--- src/rtl/mpool_pkg.sv ---
// Shared types and constants for the int8 max pooling block.
// No dependencies; imported by max_pool_2d_int8, mpool_cfg and mpool_ctrl.
package mpool_pkg;

	localparam int CFG_IDX_W  = 3;
	localparam int CFG_DATA_W = 6;
	localparam int POS_W      = 12;
	localparam int WIN_CNT_W  = 5;

	localparam logic [CFG_IDX_W-1:0] REG_IN_HEIGHT     = 3'd0;
	localparam logic [CFG_IDX_W-1:0] REG_IN_WIDTH      = 3'd1;
	localparam logic [CFG_IDX_W-1:0] REG_WINDOW_HEIGHT = 3'd2;
	localparam logic [CFG_IDX_W-1:0] REG_WINDOW_WIDTH  = 3'd3;
	localparam logic [CFG_IDX_W-1:0] REG_STEP_ROWS     = 3'd4;
	localparam logic [CFG_IDX_W-1:0] REG_STEP_COLS     = 3'd5;
	localparam logic [CFG_IDX_W-1:0] REG_PAD_ROWS      = 3'd6;
	localparam logic [CFG_IDX_W-1:0] REG_PAD_COLS      = 3'd7;

	localparam logic        FUNC_LOAD  = 1'b0;
	localparam logic        FUNC_QUERY = 1'b1;

	localparam logic signed [7:0] MAX_FLOOR = -8'sd128;

	typedef struct packed {
		logic [5:0] in_height;
		logic [5:0] in_width;
		logic [3:0] window_height;
		logic [3:0] window_width;
		logic [3:0] step_rows;
		logic [3:0] step_cols;
		logic [2:0] pad_rows;
		logic [2:0] pad_cols;
	} cfg_t;

	localparam cfg_t CFG_RESET = '{
		in_height:     6'd32,
		in_width:      6'd32,
		window_height: 4'd2,
		window_width:  4'd2,
		step_rows:     4'd2,
		step_cols:     4'd2,
		pad_rows:      3'd0,
		pad_cols:      3'd0
	};

	typedef enum logic [1:0] {
		ST_IDLE,
		ST_SCAN,
		ST_DRAIN
	} mpool_state_t;

endpackage

--- src/rtl/mpool_cfg.sv ---
// Configuration register file of the max pooling block.
// Depends on mpool_pkg for the register indexes and the cfg_t layout.
module mpool_cfg (
	input  logic                              clk,
	input  logic                              arst_n,
	input  logic                              cfg_wr_en,
	input  logic [mpool_pkg::CFG_IDX_W-1:0]   cfg_index,
	input  logic [mpool_pkg::CFG_DATA_W-1:0]  cfg_data,
	output mpool_pkg::cfg_t                   cfg
);
	import mpool_pkg::*;

	cfg_t cfg_q;

	always_ff @(posedge clk or negedge arst_n) begin
		if (!arst_n) begin
			cfg_q <= CFG_RESET;
		end else if (cfg_wr_en) begin
			case (cfg_index)
				REG_IN_HEIGHT:     cfg_q.in_height     <= cfg_data;
				REG_IN_WIDTH:      cfg_q.in_width      <= cfg_data;
				REG_WINDOW_HEIGHT: cfg_q.window_height <= cfg_data[3:0];
				REG_WINDOW_WIDTH:  cfg_q.window_width  <= cfg_data[3:0];
				REG_STEP_ROWS:     cfg_q.step_rows     <= cfg_data[3:0];
				REG_STEP_COLS:     cfg_q.step_cols     <= cfg_data[3:0];
				REG_PAD_ROWS:      cfg_q.pad_rows      <= cfg_data[2:0];
				REG_PAD_COLS:      cfg_q.pad_cols      <= cfg_data[2:0];
				default:           cfg_q               <= cfg_q;
			endcase
		end
	end

	assign cfg = cfg_q;

endmodule

--- config.mk ---
export PLATFORM = sky130hd
export DESIGN_NAME = mpool_cfg
export DESIGN_NICKNAME = d
export VERILOG_FILES = /design/src/rtl/mpool_pkg.sv /design/src/rtl/mpool_cfg.sv
export SDC_FILE = /design/constraint.sdc
export NUM_CORES = 1
export LEC_CHECK = 0
export ABC_AREA = 1
export BUFFER_PORTS_ARGS = -buffer_cell sky130_fd_sc_hd__buf_4
export CORE_ASPECT_RATIO = 0.9
export CORE_MARGIN = 4
export CORE_UTILIZATION = 49
export DETAILED_ROUTE_END_ITERATION = 10
export PLACE_DENSITY = 0.75
export SLEW_MARGIN = 40
export SYNTH_ARGS = -nofsm -noshare
export SYNTH_HDL_FRONTEND = slang
export SYNTH_SLANG_ARGS = --single-unit
--- constraint.sdc ---
create_clock -name clk -period 0.9 [get_ports clk]
set_clock_uncertainty 0.1 [all_clocks]
set_input_delay 0.18 -clock clk [delete_from_list [all_inputs] [get_ports clk]]
set_output_delay 0.18 -clock clk [all_outputs]
set_load 0.05 [all_outputs]
# After elaboration in Yosys (flattened, before gate mapping)
# Index checks and enable logic that the tools add are counted.
[totals] reg_bits=34 latchBits=0 mem_bits_rw=0 mem_bits_ro=0 input_bits=12 out_inout_bits=34 elab_cells=24 n_memories=0
[op_classes] addsub=0 multipliers=0 div_mod_pow=0 magnitude_cmp=0 eq_ne=7 shifts=0 n_mux=0 bitwise_logic=0 n_reduce_logical=9
[ops] op="$reduce_and 2->1" n=8
[ops] op="$eq 3x3->1 const B" n=4
[ops] op="$eq 3x2->1 const B" n=2
[ops] op="$eq 3x1->1 const B" n=1
[ops] op="$logic_not 3->1" n=1

# Longest topological paths before layout
[depth] word_depth=2 depth_mapped=6 depth_no_buf=5

# Worst setup path before layout
# Ideal clock, no wire load.
[synth_timing] path_kind="register to register" from="reg, netlist name cfg[15]" to="reg cfg_q, in the netlist cfg[15]" setup_ps=60 arrival_ps=808 required_ps=740 path_slack_ps=-69 path_stages_with_launch=3 path_buffers=0 synth_period_minus_slack_ps=969 path_cell_list="dfstp_2 > nand2_1 > nand2_1"
[synth_lines] item="end signal: assignment" line="mpool_cfg.sv:28" text="default: cfg_q <= cfg_q;"
[synth_lines] item="end: declaration" line="mpool_cfg.sv:13" text="cfg_t cfg_q;"

# Final worst setup path
[layout_timing] from="reg cfg_q, in the netlist cfg[11]" to="out cfg[11] (netlist bit)"
[layout_lines] item="end: declaration" line="mpool_cfg.sv:9" text="output mpool_pkg::cfg_t cfg"
# No word-level cell between the ends.

==> results.py <==
metrics = {
    "status": {
        "status": "finished with violations",
        "violations": "negative setup slack",
    },
    "logic_synthesis": {
        "syn_area_sq_um": 1420,
        "synth.top_cell.area_share_pct": 49.5,
        "ys.warnings.count": 0,
        "synthTopCellsByArea": "dfrtp_1 (49%), nand2_1 (25%), dfstp_2 (11%)",
        "synth.distinct_cells": 11,
        "syn_nets": 181,
        "avgSynthCellArea_sq_um": 8.38,
        "yosysSeqAreaShare_pct": 60.6,
        "synth_cells": 169,
        "synth_top_cell_by_area": "dfrtp_1",
        "ys_ff_latch": 34,
    },
    "timing": {
        "holdWs_ns": 0.00573,
        "fin_ws_ns": -0.425,
        "relSlewSlack_pct": 71.8,
        "maxSlewViolCount": 0,
        "max_freq_mhz": 754,
        "period_needed_ns": 1.33,
        "rsz0062_at_grt": "true",
        "hold_viol": 0,
        "timing.final.crit_share_pct": 147,
        "setup_violations": 35,
        "tightest_slew_ns": 0.422,
    },
    "pwr": {
        "vdd.ir_drop.worst_mv": 1.48,
        "powerDensity_nw_per_um2": 2430,
        "leakagePower_nw": 1.12,
        "total_power_mw": 5.33,
    },
    "place": {
        "dp_hpwl_microns": 2560,
        "io_buffers": 45,
        "gp_congestion": 0.845,
    },
    "setup_path": {
        "start_kind": "flip-flop",
        "cpPeakStageDelay_ns": 0.56,
        "crit_chain": "buf_8",
        "endpoint_kind": "output pin",
        "reg2reg_from": "cfg[22]",
        "ff2ff_setup_slack_ns": -0.07,
        "path_max_fanout": 2,
        "crit_slowest_cell": "dfstp_2",
        "crit_required_ns": 0.62,
        "path_buf_inv": 1,
        "arrival_ns": 1.05,
        "path_delay_family": "flip-flops",
        "rr_endpoint": "cfg[22]",
        "r2r_cells": 4,
        "worstSetupPathType": "reg2out",
    },
    "clock_network": {
        "clockRootBuffer": "clkbuf_4",
        "cts_buffer_depth": 2,
        "cts_max_level": 2,
        "cts.sinks": 34,
        "cts_tree": "done",
        "numCtsBuffers": 5,
        "cts.clk_slew.worst_paths_ns": 0.10,
        "clock_latency_ns": 0.33,
    },
    "layout": {
        "largest_register_ffs": 34,
        "area_growth_pct": 54.9,
        "layout.nets": 243,
        "nFillCells": 182,
        "final_common_cell": "nand2_1",
        "n_antenna_cell": 0,
        "most-common-layout-cells": "nand2_1 (87), dfrtp_2 (28), buf_6 (28), buf_4 (22), nand3_1 (20)",
        "drive_above_1_share_pct": 47.0,
    },
    "detailed_routing": {
        "first_iter_violations": 54,
        "vias_per_cell": 4.82,
        "drt.antenna.violating_nets": 0,
        "via_count": 1312,
        "detail_route.wl_per_cell_microns": 13.6,
        "routed_wl_microns": 3690,
        "drt_pass1_iterations": 4,
        "route.detailed.drc": 0,
    },
    "grt": {
        "grt_pass1_vias": 1309,
        "track_usage_pct": 21.9,
        "antenna_found_initial": 0,
        "overflow": 0,
        "grt_first_pass_wirelength_microns": 6130,
        "grt_max_degree": 35,
    },
    "die": {
        "die_area_sq_um": 3820,
        "fp.dieH_microns": 59.0,
        "die_x_microns": 64.7,
        "ios": 46,
        "start_util_pct": 51.5,
        "rows": 18,
        "core_area_sq_um": 2750,
    },
    "hold_path": {
        "hp-class": "in2reg",
        "min_path_cells": 3,
        "min-delay-start": "cfg_data[1]",
        "min_to": "cfg[15]",
    },
    "flow_run": {
        "maxCapViolations": 0,
    },
}
[power breakdown]
part / internal (mW) / leakage, nW / switching (mW)
sequential: 1.89 / 0.380 / 0.221
combinational: 0.864 / 0.709 / 1.48
clock: 0.378 / 0.0353 / 0.494
[stage by stage]
stage / instance area (sq um) / std cells / setup WS, ns / utilization (%) / TNS (ns)
floorplan: 1450 / 169 / -0.0600 / - / -0.619
global placement: 1880 / 254 / -0.152 / 68.5 / -5.00
detailed placement: 1880 / 254 / -0.185 / 68.5 / -5.83
CTS: 2160 / 270 / -0.431 / 78.6 / -10.91
global route: 2190 / 272 / -0.470 / 79.8 / -12.06
finish: 2190 / 272 / -0.425 / 79.8 / -10.72
[logic make-up (layout without fill, tap and decap cells)]
group,after synthesis,in the layout,synth area share [%]
AND/OR/NAND/NOR,123,123,35.8
buffers and inverters,12,75,3.62
flip-flops,34,34,60.6
[what timing repair did]
| action | 4_1_cts | 5_1_grt |
|---|---|---|
| buffers inserted | 5 | 2 |
| hold endpoints to repair | 36 | 0 |
| setup endpoints to repair | 34 | 37 |
| pin swaps | 0 | 2 |
| resized for setup | 40 | 6 |
| hold buffers | 3 | 0 |
[cell usage after synthesis]
cell,number
inv_1,6
dfstp_2,6
nor2_1,6
nor2_4,2
nand2_1,93
dfrtp_1,28
nand3_1,20
clkbuf_1,3
nand2_2,2
buf_2,2
buf_4,1
[cell type report]
type	instances	area, sq um	area share [%]
Tap cell	40	50.0	2.28
Timing Repair Buffer	61	641	29.2
Clock buffer	7	55.1	2.51
Clock inverter	1	5.00	0.228
Sequential cell	34	893	40.7
Inverter	6	22.5	1.03
Multi-Input combinational cell	123	527	24.0
[worst min-delay path, cell delays in order]
cell	delay [ns]
buf_4	0.15
nand2_1	0.07
nand2_1	0.05
[layer usage]
| layer | GRT usage (%) | share of wire, % |
|---|---|---|
| met1 | 26.4 | 40 |
| met2 | 36.9 | 52 |
| met3 | 8.54 | 7.4 |
| met4 | 6.33 | 0.84 |
| met5 | 0 | 0 |
[how the worst max path moves through the flow]
stage	startpoint	to	cells past startpoint
detailed placement	cfg_index[2]	cfg[12]	6
global placement	cfg_index[2]	cfg[20]	6
global route	cfg[11]	cfg[11]	1
finish	cfg[11]	cfg[11]	1
CTS	cfg[7]	cfg[7]	1
floorplan	cfg[11]	cfg[11]	2
Note: power is estimated with default switching activity, not from simulation.
