### config.mk
export PLATFORM = sky130hd
export DESIGN_NAME = mpool_ctrl
export DESIGN_NICKNAME = d
export VERILOG_FILES = /design/src/rtl/mpool_pkg.sv /design/src/rtl/mpool_ctrl.sv
export SDC_FILE = /design/constraint.sdc
export NUM_CORES = 1
export LEC_CHECK = 0
export BUFFER_PORTS_ARGS = -buffer_cell sky130_fd_sc_hd__buf_2
export CELL_PAD_IN_SITES_DETAIL_PLACEMENT = 1
export CELL_PAD_IN_SITES_GLOBAL_PLACEMENT = 1
export CORE_AREA = 2 2 110 112
export DETAILED_ROUTE_END_ITERATION = 12
export DIE_AREA = 0 0 112 114
export PLACE_DENSITY_LB_ADDON = 0.1
export SYNTH_ARGS = -nofsm -noshare
export SYNTH_HDL_FRONTEND = slang
export SYNTH_SLANG_ARGS = --single-unit
### constraint.sdc
create_clock -name clk -period 6.71 [get_ports clk]
set_clock_uncertainty 0.1 [all_clocks]
set_input_delay 1.342 -clock clk [delete_from_list [all_inputs] [get_ports clk]]
set_output_delay 1.342 -clock clk [all_outputs]
set_load 0.02 [all_outputs]
### src/rtl/mpool_pkg.sv
// Shared types and constants for the int8 max pooling block.
// No dependencies; imported by max_pool_2d_int8, mpool_cfg and mpool_ctrl.
package mpool_pkg;

	localparam int CFG_IDX_W  = 3;
	localparam int CFG_DATA_W = 6;
	localparam int POS_W      = 12;
	localparam int WIN_CNT_W  = 5;

	localparam logic [CFG_IDX_W-1:0] REG_IN_HEIGHT     = 3'd0;
	localparam logic [CFG_IDX_W-1:0] REG_IN_WIDTH      = 3'd1;
	localparam logic [CFG_IDX_W-1:0] REG_WINDOW_HEIGHT = 3'd2;
	localparam logic [CFG_IDX_W-1:0] REG_WINDOW_WIDTH  = 3'd3;
	localparam logic [CFG_IDX_W-1:0] REG_STEP_ROWS     = 3'd4;
	localparam logic [CFG_IDX_W-1:0] REG_STEP_COLS     = 3'd5;
	localparam logic [CFG_IDX_W-1:0] REG_PAD_ROWS      = 3'd6;
	localparam logic [CFG_IDX_W-1:0] REG_PAD_COLS      = 3'd7;

	localparam logic        FUNC_LOAD  = 1'b0;
	localparam logic        FUNC_QUERY = 1'b1;

	localparam logic signed [7:0] MAX_FLOOR = -8'sd128;

	typedef struct packed {
		logic [5:0] in_height;
		logic [5:0] in_width;
		logic [3:0] window_height;
		logic [3:0] window_width;
		logic [3:0] step_rows;
		logic [3:0] step_cols;
		logic [2:0] pad_rows;
		logic [2:0] pad_cols;
	} cfg_t;

	localparam cfg_t CFG_RESET = '{
		in_height:     6'd32,
		in_width:      6'd32,
		window_height: 4'd2,
		window_width:  4'd2,
		step_rows:     4'd2,
		step_cols:     4'd2,
		pad_rows:      3'd0,
		pad_cols:      3'd0
	};

	typedef enum logic [1:0] {
		ST_IDLE,
		ST_SCAN,
		ST_DRAIN
	} mpool_state_t;

endpackage

### src/rtl/mpool_ctrl.sv
// Request decode, window scan sequencer and running maximum.
// Depends on mpool_pkg; drives the ports of mpool_store.
module mpool_ctrl #(
	parameter int MAX_ROWS     = 32,
	parameter int MAX_COLS     = 32,
	parameter int MAX_CHANNELS = 16,
	parameter int MAX_WINDOW   = 8,
	parameter int ADDR_W       = 14
) (
	input  logic               clk,
	input  logic               arst_n,
	input  mpool_pkg::cfg_t    cfg,
	input  logic               start,
	output logic               busy,
	input  logic               func,
	input  logic [4:0]         load_row,
	input  logic [4:0]         load_col,
	input  logic [3:0]         load_channel,
	input  logic signed [7:0]  load_value,
	input  logic [5:0]         out_row,
	input  logic [5:0]         out_col,
	input  logic [3:0]         out_channel,
	output logic               done,
	output logic signed [7:0]  max_value,
	output logic               wr_en,
	output logic [ADDR_W-1:0]  wr_addr,
	output logic [7:0]         wr_data,
	output logic               rd_en,
	output logic [ADDR_W-1:0]  rd_addr,
	input  logic [7:0]         rd_data
);
	import mpool_pkg::*;

	localparam int RW = (MAX_ROWS > 1) ? $clog2(MAX_ROWS) : 1;
	localparam int CW = (MAX_COLS > 1) ? $clog2(MAX_COLS) : 1;
	localparam int HW = (MAX_CHANNELS > 1) ? $clog2(MAX_CHANNELS) : 1;
	localparam int WI = (MAX_WINDOW > 1) ? $clog2(MAX_WINDOW) : 1;

	mpool_state_t state_q, state_d;

	logic                 accept;
	logic                 load_ok;
	logic [7:0]           row8, col8, ch8, och8;
	logic [POS_W-1:0]     r0_q, c0_q;
	logic [3:0]           och_q;
	logic                 chan_ok_q;
	logic [WI-1:0]        i_q, j_q;
	logic [5:0]           hsat, wsat;
	logic [WIN_CNT_W-1:0] wh_sat, ww_sat;
	logic [POS_W-1:0]     row_pos, col_pos;
	logic                 pos_ok, last_pos, j_last;
	logic                 rd_ok_s1, last_s1;
	logic signed [7:0]    best_q, max_q;
	logic                 greater;
	logic                 done_q;

	assign accept = start && !busy;

	assign row8 = {3'b000, load_row};
	assign col8 = {3'b000, load_col};
	assign ch8  = {4'b0000, load_channel};
	assign load_ok = (9'(load_row) < 9'(MAX_ROWS)) && (9'(load_col) < 9'(MAX_COLS))
		&& (9'(load_channel) < 9'(MAX_CHANNELS));

	assign wr_en   = accept && (func == FUNC_LOAD) && load_ok;
	assign wr_addr = {row8[RW-1:0], col8[CW-1:0], ch8[HW-1:0]};
	assign wr_data = load_value;

	assign hsat = ({3'b000, cfg.in_height} > 9'(MAX_ROWS)) ? 6'(MAX_ROWS) : cfg.in_height;
	assign wsat = ({3'b000, cfg.in_width} > 9'(MAX_COLS)) ? 6'(MAX_COLS) : cfg.in_width;
	assign wh_sat = ({1'b0, cfg.window_height} > WIN_CNT_W'(MAX_WINDOW)) ?
		WIN_CNT_W'(MAX_WINDOW) : {1'b0, cfg.window_height};
	assign ww_sat = ({1'b0, cfg.window_width} > WIN_CNT_W'(MAX_WINDOW)) ?
		WIN_CNT_W'(MAX_WINDOW) : {1'b0, cfg.window_width};

	assign row_pos = r0_q + POS_W'(i_q);
	assign col_pos = c0_q + POS_W'(j_q);

	assign pos_ok = chan_ok_q && (wh_sat != '0) && (ww_sat != '0)
		&& !row_pos[POS_W-1] && (row_pos < POS_W'(hsat))
		&& !col_pos[POS_W-1] && (col_pos < POS_W'(wsat));

	assign j_last   = (WIN_CNT_W'(j_q) + WIN_CNT_W'(1)) >= ww_sat;
	assign last_pos = j_last && ((WIN_CNT_W'(i_q) + WIN_CNT_W'(1)) >= wh_sat);

	assign och8    = {4'b0000, och_q};
	assign rd_addr = {row_pos[RW-1:0], col_pos[CW-1:0], och8[HW-1:0]};

	assign greater = rd_ok_s1 && ($signed(rd_data) > best_q);

	always_comb begin
		state_d = state_q;
		busy    = 1'b1;
		rd_en   = 1'b0;
		case (state_q)
			ST_IDLE: begin
				busy = 1'b0;
				if (start && (func == FUNC_QUERY)) begin
					state_d = ST_SCAN;
				end
			end
			ST_SCAN: begin
				rd_en = 1'b1;
				if (last_pos) begin
					state_d = ST_DRAIN;
				end
			end
			ST_DRAIN: begin
				state_d = ST_IDLE;
			end
			default: begin
				state_d = ST_IDLE;
			end
		endcase
	end

	always_ff @(posedge clk or negedge arst_n) begin
		if (!arst_n) begin
			state_q  <= ST_IDLE;
			rd_ok_s1 <= 1'b0;
			last_s1  <= 1'b0;
			done_q   <= 1'b0;
		end else begin
			state_q  <= state_d;
			rd_ok_s1 <= rd_en && pos_ok;
			last_s1  <= rd_en && last_pos;
			done_q   <= last_s1;
		end
	end

	always_ff @(posedge clk) begin
		if (accept && (func == FUNC_QUERY)) begin
			r0_q      <= POS_W'(out_row) * POS_W'(cfg.step_rows) - POS_W'(cfg.pad_rows);
			c0_q      <= POS_W'(out_col) * POS_W'(cfg.step_cols) - POS_W'(cfg.pad_cols);
			och_q     <= out_channel;
			chan_ok_q <= 9'(out_channel) < 9'(MAX_CHANNELS);
			i_q       <= '0;
			j_q       <= '0;
			best_q    <= MAX_FLOOR;
		end else begin
			if (rd_en) begin
				if (j_last) begin
					j_q <= '0;
					i_q <= i_q + WI'(1);
				end else begin
					j_q <= j_q + WI'(1);
				end
			end
			if (greater) begin
				best_q <= $signed(rd_data);
			end
		end
		if (last_s1) begin
			max_q <= greater ? $signed(rd_data) : best_q;
		end
	end

	assign done      = done_q;
	assign max_value = max_q;

endmodule
Word level (Yosys, flattened, before mapping)

Index checks and enable logic that the tools add are counted.

Register bits: 55
Logic and storage cells: 65
Output and inout port bits: 48
Memories: 0
Bits in writable memories: 0
Input port bits: 84
Bits in read-only memories: 0
Latch bits: 0

Reduce and logical (&&, ||, !) cells: 20
Muxes and demuxes: 11
Bitwise operators: 1
$mul: 2
Eq/ne operators: 3
Shift operators: 0
Add/subtract/negate cells: 8
Magnitude comparators: 9
Div/mod/pow operators: 0

Operators by type and width:

| cell                | count |
|---|---|
| $add 12x3->12       | 2 |
| $lt 12x6->1         | 2 |
| $sub 10x3->11       | 2 |
| $mul 6x4->10        | 2 |
| $logic_and 1x1->1   | 13 |
| $gt 6x6->1 const B  | 2 |
| $mux 6              | 2 |
| $reduce_bool 5->1   | 2 |
| $add 3x1->4 const B | 2 |
| $ge 4x4->1          | 2 |
| $gt 4x4->1 const B  | 2 |
| $gt 8x8->1          | 1 |
| $mux 4              | 2 |
| $mux 8              | 1 |
| $add 3x1->3 const B | 2 |
| $mux 2              | 2 |
| $pmux 2 s2          | 1 |
| $reduce_and 2->1    | 2 |
| $mux 3              | 1 |
| $eq 2x1->1 const B  | 1 |
| $logic_not 1->1     | 2 |
| $logic_not 2->1     | 1 |
| $mux 1              | 2 |
| $ne 2x1->1 const B  | 1 |
| other kinds (2)     | 2 |

Depth between registers and ports, before layout

Depth in word-level cells: 9
Depth in mapped cells: 14
Gate-level depth less buffers: 14

Least setup slack after synthesis

OpenSTA, ideal clock, no wires.

Path kind: input to register
From: input cfg[13] in the netlist's numbering
To: register r0_q[10], data pin
Data required time: 6.348 ns
Slack: 2.216 ns
Cell stages on the path: 14
Setup time: 0.262 ns
Buffers on the path: 0
Arrival time: 4.132 ns
Cells stage by stage: nand2_1 > ha_1 > inv_1 > fa_1 > inv_1 > fa_1 > inv_1 > ha_1 > nand3_1 > o211ai_1 > or4_1 > a31oi_1 > o21bai_1 > xor2_1

Word-level cells in the longest chain between the ends: 2

RTL lines:

| item                   | line              | source |
|---|---|---|
| start: declaration     | mpool_ctrl.sv:12  | `input mpool_pkg::cfg_t cfg,` |
| $mul 6x4->10           | mpool_ctrl.sv:133 | `r0_q <= POS_W'(out_row) * POS_W'(cfg.step_rows) - POS_W'(cfg.pad_rows);` |
| $sub 10x3->11          | mpool_ctrl.sv:133 |  |
| end signal: assignment | mpool_ctrl.sv:133 |  |
| end: declaration       | mpool_ctrl.sv:44  | `logic [POS_W-1:0] r0_q, c0_q;` |

No other way between the ends.
A chain may end at the register's enable or synchronous reset.

Final worst setup path

From: input cfg[8] in the netlist's numbering
To: register c0_q[10], data pin

Word-level cells in the longest chain between the ends: 2

RTL lines:

| item                   | line              | source |
|---|---|---|
| $mul 6x4->10           | mpool_ctrl.sv:134 | `c0_q <= POS_W'(out_col) * POS_W'(cfg.step_cols) - POS_W'(cfg.pad_cols);` |
| $sub 10x3->11          | mpool_ctrl.sv:134 |  |
| end signal: assignment | mpool_ctrl.sv:134 |  |
| end: declaration       | mpool_ctrl.sv:44  |  |

No other way between the ends.

==> results.cfg <==
[critical_path]
worst-path-buf-inv = 4
cp-end-kind = flop
cp-start-kind = input pin
cp_top_family = adder cells
critPathKind = input pin to flop
crit_top_cell = inv_1
path_cells = buf_2 -> nand2_1 -> ha_1 -> inv_1 -> fa_1 -> inv_1 -> fa_1 -> inv_1 -> ha_1 -> nand3_1 -> o211ai_1 -> or4_1 -> a31oi_1 -> o21bai_1 -> xor2_1
worstPathArrival_ps = 4500
critPathMaxStageDelay_ps = 540
timing.critical_path.slowest_stage_cell = fa_1
critPathRequiredTime_ps = 6650
cp_max_fo = 6

[drt]
routed_wl_mm = 10.49
initialDrtViolationCount = 74
routed_via_density = 5.019
wl_per_cell_um = 14.23
drtAntennaViolNets = 0
drc_errors = 0
dr.pass1.iters = 4
vias = 3699

[logic_synthesis]
synthCells = 518
synth_top_area_share = 0.2047
yosys_warnings = 0
asyncSetResetFlopFracSynth = 0.09434
syn-mean-instance-area_um2 = 9.630
synth.area.top_cells = edfxtp_1 (20%), ha_1 (20%), fa_1 (8.8%)
ys_seq_area_frac = 0.2859
synth_cell_types = 49
syn-num-nets = 704
ys_seq_elements = 53
syn_area_um2 = 4989
ys.flop_type = edfxtp_1
synth_top_area_cell = edfxtp_1
synth_edf_count = 34

[min_path]
hold_class = flop to flop

[floorplanning]
die_w_um = 112
rows = 40
fp.coreArea_um2 = 11710
ios = 132
die-area_um2 = 12770
start_util = 0.4260
die_h_um = 114

[pwr]
power_density_nw_per_um2 = 288.8
ir_worst_vdd_mv = 0.2036
power.leakage_nw = 2.699

[global_routing]
grt_usage = 0.1689
grt_antenna_before_repair = 0
overflow = 0
grt_pass1_wl_mm = 17.88
grt_max_degree = 33
grt_pass1_vias = 3934

[placed_design]
place.gp.congestion = 0.7948
portBuffers = 87
dp_hpwl_mm = 8.944
placed_cell_area_um2 = 5439

[cts]
clock-sinks = 53
insertion_delay_ps = 290
cts_tree = done
cts_inserted_buffers = 5
cts_hold_buf = 0
cts_resized = 0
cts.clk_slew.worst_paths_ps = 70
cts_buffer_depth = 2
cts_root_buf = clkbuf_16
htreeDepth = 2
post_cts_buffers = 0

[sta]
setup_viol = 0
finalSetupTns_ps = 0
max_freq_mhz = 219.6
post-route-period-util = 0.6786
hold_ws_ps = 447.5
rsz0062_at_grt = false
drv_slew = 0
hold_viol = 0
maxSlewHeadroom = 0.2211
worstMarginPinSlew_ps = 1167
fin_crit_ps = 4553

[outcome]
outcome = complete, no violations

[final_layout]
nets = 775
antenna_cells = 0
final_area_um2 = 5582
area_delta_synth_final_pct = 11.89
drive_above_1_share = 0.1966

[flow_run]
drv_cap = 0
==> synth_stat cells, types with 2 or more instances <==
cell type,n
or2_2,3
nor4_4,2
inv_1,70
edfxtp_1,34
or3_1,2
nand2_1,57
or4_1,3
o22ai_1,4
xnor2_1,18
xor2_1,12
ha_1,80
nand3_1,10
dfxtp_1,14
dfrtp_1,5
a22oi_1,2
nor2_1,28
nor3_1,10
o2111ai_1,2
nand2b_1,6
and3_1,3
o21ai_0,12
nor2b_1,7
a21oi_1,17
a21o_1,6
o21bai_1,4
a31oi_1,4
mux2_4,9
o211ai_1,4
buf_4,22
and2_1,24
fa_1,22
nor4_1,2
nand4_1,4
==> routing by layer <==
metal / part of all wire / up-vias / track usage
met5: 0 / - / 0
met3: 0.037 / 7 / 0.02657
li1: - / 1876 / -
met4: 0.0097 / 0 / 0.03740
met1: 0.45 / 1746 / 0.2116
met2: 0.50 / 70 / 0.3087
==> cell type report <==
class	count	area, um^2
fill	1399	6130
multi-input combinational	371	3127
sequential	53	1426
timing repair buffer	87	435.4
inverter	71	266.5
tap	147	183.9
clock buffer	6	128.9
clock inverter	2	13.76
==> layout by cell type, fill, tap and decap left out, drive strengths merged, types with 2 or more instances in the layout <==
| master | Yosys | layout |
|---|---|---|
| o211ai | 4 | 4 |
| fa | 22 | 22 |
| a22oi | 2 | 2 |
| nor4 | 5 | 5 |
| nor3 | 11 | 11 |
| a21oi | 17 | 17 |
| xnor2 | 18 | 18 |
| nand2b | 7 | 7 |
| clkbuf | 1 | 6 |
| and2 | 24 | 24 |
| dfxtp | 14 | 14 |
| buf | 22 | 87 |
| nor2b | 7 | 7 |
| o2111ai | 2 | 2 |
| nor2 | 28 | 28 |
| o21ai | 12 | 12 |
| ha | 80 | 80 |
| nand4 | 5 | 5 |
| edfxtp | 34 | 34 |
| dfrtp | 5 | 5 |
| or3 | 2 | 2 |
| mux2 | 9 | 9 |
| nand3 | 10 | 10 |
| inv | 71 | 72 |
| o21bai | 4 | 4 |
| or2 | 3 | 3 |
| and3 | 3 | 3 |
| a21o | 6 | 6 |
| or4 | 3 | 3 |
| nand2 | 57 | 57 |
| xor2 | 12 | 12 |
| a31oi | 4 | 4 |
| o22ai | 5 | 5 |
==> per-stage QoR <==
step / instances / power (mW) / util / setup slack (ps)
2_1_floorplan: 518 / 1.145 / - / 2216
3_3_place_gp: 729 / 1.337 / 0.4644 / 1960
3_5_place_dp: 729 / 1.373 / 0.4644 / 1813
4_1_cts: 737 / 1.636 / 0.4766 / 2122
5_1_grt: 737 / 1.767 / 0.4766 / 1979
6_report: 737 / 1.612 / 0.4766 / 2157
==> report_power, final <==
group	leakage, nW	total, mW	internal (mW)	switching, mW
Clock	0.0712	0.258	0.139	0.119
Combinational	2.13	0.869	0.363	0.506
Sequential	0.495	0.485	0.432	0.0532
==> registers in the layout (all words and copies together) (netlist names) <==
signal and count:
c0_q 11, r0_q 11, best_q 8, max_value 8
och_q 4, i_q 3, j_q 3, state_q 2
done 1, last_s1 1, rd_ok_s1 1
==> kinds of logic after synthesis <==
kind of cell	share of synthesized area
AO/OA/AOI/OAI	0.07374
XOR/XNOR	0.05267
adder cells (fa/ha/maj)	0.2889
buffers and inverters	0.08728
flip-flops	0.2859
multiplexers	0.02909
AND/OR/NAND/NOR	0.1823
==> worst register-to-register path, delay by kind of cell, from the launching register on <==
family | cells | cell delay [ps]
AOI/OAI and AO/OA | 1 | 180
buffers and inverters | 1 | 60
xor gates and xnor gates | 1 | 160
DFF | 1 | 450
adders and majority gates | 3 | 840
and+or+nand+nor | 7 | 1320
==> worst paths after layout <==
path                        start          to  slack (ps)  cells past startpoint
max                        cfg[8]    c0_q[10]        2160                     15
min                        j_q[2]      j_q[2]         450                      2
max reg2reg                i_q[0]    rd_ok_s1        3510                     13
min reg2reg                j_q[2]      j_q[2]         450                      2
max in group asynchronous  arst_n  state_q[0]        5620                      1
min in group asynchronous  arst_n    rd_ok_s1         760                      1
Note: power is estimated with default switching activity, not from simulation.
